--- config.mk ---
export PLATFORM = sky130hd
export DESIGN_NAME = prmf_ram
export DESIGN_NICKNAME = d
export VERILOG_FILES = /design/src/prmf_ram.sv
export SDC_FILE = /design/constraint.sdc
export NUM_CORES = 1
export LEC_CHECK = 0
export ABC_AREA = 1
export ABC_CLOCK_PERIOD_IN_PS = 1800
export BUFFER_PORTS_ARGS = -buffer_cell sky130_fd_sc_hd__buf_2
export CORE_MARGIN = 1.5
export CORE_UTILIZATION = 50
export CTS_BUF_LIST = sky130_fd_sc_hd__clkbuf_8
export DETAILED_ROUTE_END_ITERATION = 6
export PLACE_DENSITY = 0.63
export SYNTH_ARGS = -nofsm -noshare
export SYNTH_HDL_FRONTEND = slang
export SYNTH_SLANG_ARGS = --single-unit
export TNS_END_PERCENT = 5
--- constraint.sdc ---
create_clock -name clk -period 1.8 [get_ports clk]
set_clock_uncertainty 0.1 [all_clocks]
set_input_delay 0.36 -clock clk [delete_from_list [all_inputs] [get_ports clk]]
set_output_delay 0.36 -clock clk [all_outputs]
set_load 0.1 [all_outputs]
--- src/prmf_ram.sv ---
`timescale 1ns / 1ps

module prmf_ram #(
	parameter int WIDTH = 8,
	parameter int DEPTH = 16,
	parameter int AW    = 4
) (
	input  logic             clk,
	input  logic             we,
	input  logic [AW-1:0]    waddr,
	input  logic [WIDTH-1:0] wdata,
	input  logic [AW-1:0]    raddr,
	output logic [WIDTH-1:0] rdata
);

	logic [WIDTH-1:0] mem [DEPTH];
	logic [WIDTH-1:0] rdata_q;

	always_ff @(posedge clk) begin
		if (we) begin
			mem[waddr] <= wdata;
		end
		rdata_q <= mem[raddr];
	end

	assign rdata = rdata_q;

endmodule

## Word-level counts from Yosys, hierarchy flattened

Memories as Yosys holds them, arrays and structs flattened. A register that Yosys moved wholly into a read port is not among the register bits.
Index checks and enable logic that the tools add are counted.

- Mux-type cells: 2

Operators with widths:

| operator | count |
|---|---|
| 1-bit 2-to-1 mux | 2 |

- Output and inout port bits: 8
- Memories kept: 1
- Register bits after elaboration: 0
- RAM bits: 128

Memory list:

| memory | depth | bits a word | read ports | clocked after memory_dff | wr ports | line | RTL |
|---|---|---|---|---|---|---|---|
| mem | 16 | 8 | 1 | 1 | 1 | 16 | `logic [WIDTH-1:0] mem [DEPTH];` |

## Longest topological paths before layout

- Depth in word-level cells: 2
- Mapped depth: 8
- Gate-level depth less buffers: 7

## Worst setup path after synthesis

OpenSTA, ideal clock, no wires.

- Kind: input to register
- Start: input waddr[2]
- End: memory mem[10][0], enable pin
- Slack: 0.389 ns
- Stages on the path: 2
- Required time: 1.330 ns
- Arrival: 0.941 ns
- Path through: nand3b_1 nor2_1

RTL lines:

| what | line | RTL |
|---|---|---|
| start: declaration | 10 | `input logic [AW-1:0] waddr,` |
| end: declaration | 16 |  |

No word-level cell before the write port.

## Worst setup path in the final report

- Start: register rdata_q[0] (netlist: rdata[0]), read port of mem
- End: output rdata[0]

RTL lines:

| what | line | RTL |
|---|---|---|
| start: declaration | 17 | `logic [WIDTH-1:0] rdata_q;` |
| end: declaration | 13 | `output logic [WIDTH-1:0] rdata` |

No word-level cell between the ends.

==> results.md <==
* Clock Path Buffers at 2
* CTS buffer count at 17
* Setup violators final at 0
* Number of synthesized flops with an enable pin at 128
* Largest net degree at the start of global routing at 36
* Worst Path Arrival at 1.19 ns
* ANT cells at 0
* Clk slew on worst S/H paths at 0.07 ns
* Worst-path fanout max at 1
* Die Ht at 110 um
* DIE WIDTH at 110 um
* Max Freq at 607 MHz
* Slowest cell on crit path: buf_2
* Max-Cap Viols at 0
* Final worst path period share at 0.915
* Initial drt markers at 254
* # hold bufs at CTS at 0
* Fin crit period at 1.65 ns
* Hold WC Path Type: primary input to flop
* WL/cell at 15.7 um
* Clock insertion delay at the later pin of the skew report at 0.44 ns
* Count leader, synth: nand2_1
* Worst Setup Path Type: flop to output port
* Final Worst Setup Slack at 0.152 ns
* Slew @ Worst Pin at 0.483 ns
* Cell Count, Final, Fillers Out at 755
* Final wirelength at 11.9 mm
* Number of top-level pins at 26
* Synthesized Nets at 569
* Via count at 3,760
* Syn avg cell area at 10.5 um^2
* PostCTS Resize Cnt at 0
* Setup slack after placement at 0.190 ns
* Area share of the largest cell type after synthesis at 0.667
* CP Cell Sequence: buf_2
* Hpwl dp at 7.35 mm
* All-Layer GR Usage at 0.223
* GPL Wtd Cong at 0.821
* CP max stage delay at 0.42 ns
* RSZ-0062 raised after global routing: no
* Peak VDD IR at 0.655 mV
* CP top delay family: buffers and inverters
* Synth Flop Type: edfxtp_1
* Post-route DRC at 0
* Mapped cell area at 0.00577 mm^2
* Setup Buffers After CTS at 0
* Drt first pass iters at 6
* Antenna violation net count after detailed routing at 0
* P per Cell Area at 955 mW/mm^2
* Initial Util at 0.509
* Proportion of layout cells with a drive suffix above 1 at 0.123
* Layout area overhead at 12.3%
* Clock root cell: clkbuf_8
* Worst EP required at 1.34 ns
* Initial antenna violation count at 0
* Synth cell count leaders: 173 x nand2_1, 128 x edfxtp_1, 100 x inv_1
* Max Transition Viols Final at 0
* Slew headroom at 0.680
* CTS tree: yes
* Num Clock Sinks at 136
* Startpoint types: flop
* Vias in the first global route at 3,579
* Yosys warns at 0
* Worst path buffer plus inverter count at 1
* Run status: completed
* Yosys top cell by area: edfxtp_1
* Vias per inst at 4.98
* Die Area at 0.0122 mm^2
* First-pass GRT wire length at 19.0 mm
* Core Util, Final at 0.572
* Final hold viol count at 0
* H-tree lvl count at 4
* Synth unique cells at 12
* Grt ovf at 0
* Ranking of synthesized cells by area: edfxtp_1 67%, nand2_1 11%, nand3_1 8.4%, inv_1 6.5%, dfxtp_1 2.8%
* NumNets Final at 618
* Flops & latches, synth at 136
* Seq/Total Area, Yosys at 0.694
* Post-Syn Instances at 551
* Cell Count Post-Placement at 724
* Leak at 2.87 nW
* Port buffer count at 25
* Row count at 39
* Fraction of registers with async set/reset at 0
* Critical Path End Type: output port
* Setup TNS at 0 ns
* Core area at 0.0113 mm^2
## per-layer routing
metal  global-route usage  vias to the layer above  wire [um]
met2                0.345                      120       5750
met3               0.0535                       19        858
met5                    0                        -          0
li1                     -                     1864          -
met1                0.298                     1757       5080
met4                0.103                        0        196
## power breakdown
part | internal (W) | switching, W | leakage (nW)
sequential | 0.00354 | 0.0000174 | 1.22
clock | 0.00102 | 0.00104 | 0.185
combinational | 0.000139 | 0.000433 | 1.46
## stage by stage
stage	cell area (um^2)	total power, W	hold WS (ns)
floorplan	5770	0.00402	0.359
global placement	6160	0.00419	0.527
detailed placement	6160	0.00420	0.548
CTS	6470	0.00623	0.180
global route	6470	0.00640	0.189
finish	6470	0.00619	0.200
## flip-flops by register name, indices dropped and copies added, names as in the netlist
name   count
mem      128
rdata      8
## worst paths after layout
| path | cells past startpoint | start | endpoint | slack (ns) |
|---|---|---|---|---|
| max | 1 | rdata[0]$_DFF_P_ | rdata[0] | 0.15 |
| min | 3 | raddr[3] | rdata[0]$_DFF_P_ | 0.20 |
| max reg2reg | 6 | mem[7][5]$_DFFE_PP_ | rdata[5]$_DFF_P_ | 0.70 |
| min reg2reg | 6 | mem[12][5]$_DFFE_PP_ | rdata[5]$_DFF_P_ | 0.56 |
## kinds of logic (layout without fill, tap and decap cells)
kind of cell	count (synthesis)	in the layout	synth area share
simple gates	289	289	0.210
buf+inv	126	187	0.0952
flops	136	136	0.694
## layout by cell type, fill, tap and decap left out, types with 2 or more instances in the layout
| master | count |
|---|---|
| nand3_1 | 97 |
| edfxtp_1 | 128 |
| inv_2 | 2 |
| buf_12 | 3 |
| buf_2 | 25 |
| nand2_1 | 173 |
| nor2_1 | 17 |
| clkbuf_8 | 17 |
| dfxtp_1 | 8 |
| nand3b_1 | 2 |
| clkinv_1 | 5 |
| buf_4 | 26 |
| inv_1 | 107 |
## cell type report
| type | instances | area (um^2) |
|---|---|---|
| Sequential cell | 136 | 4000 |
| Clock buffer | 17 | 234 |
| Tap cell | 143 | 179 |
| Clock inverter | 14 | 80.1 |
| Timing Repair Buffer | 54 | 380 |
| Multi-Input combinational cell | 289 | 1210 |
| Inverter | 102 | 383 |
| Fill cell | 975 | 4850 |
No activity file was read; power rests on OpenSTA's default activity.
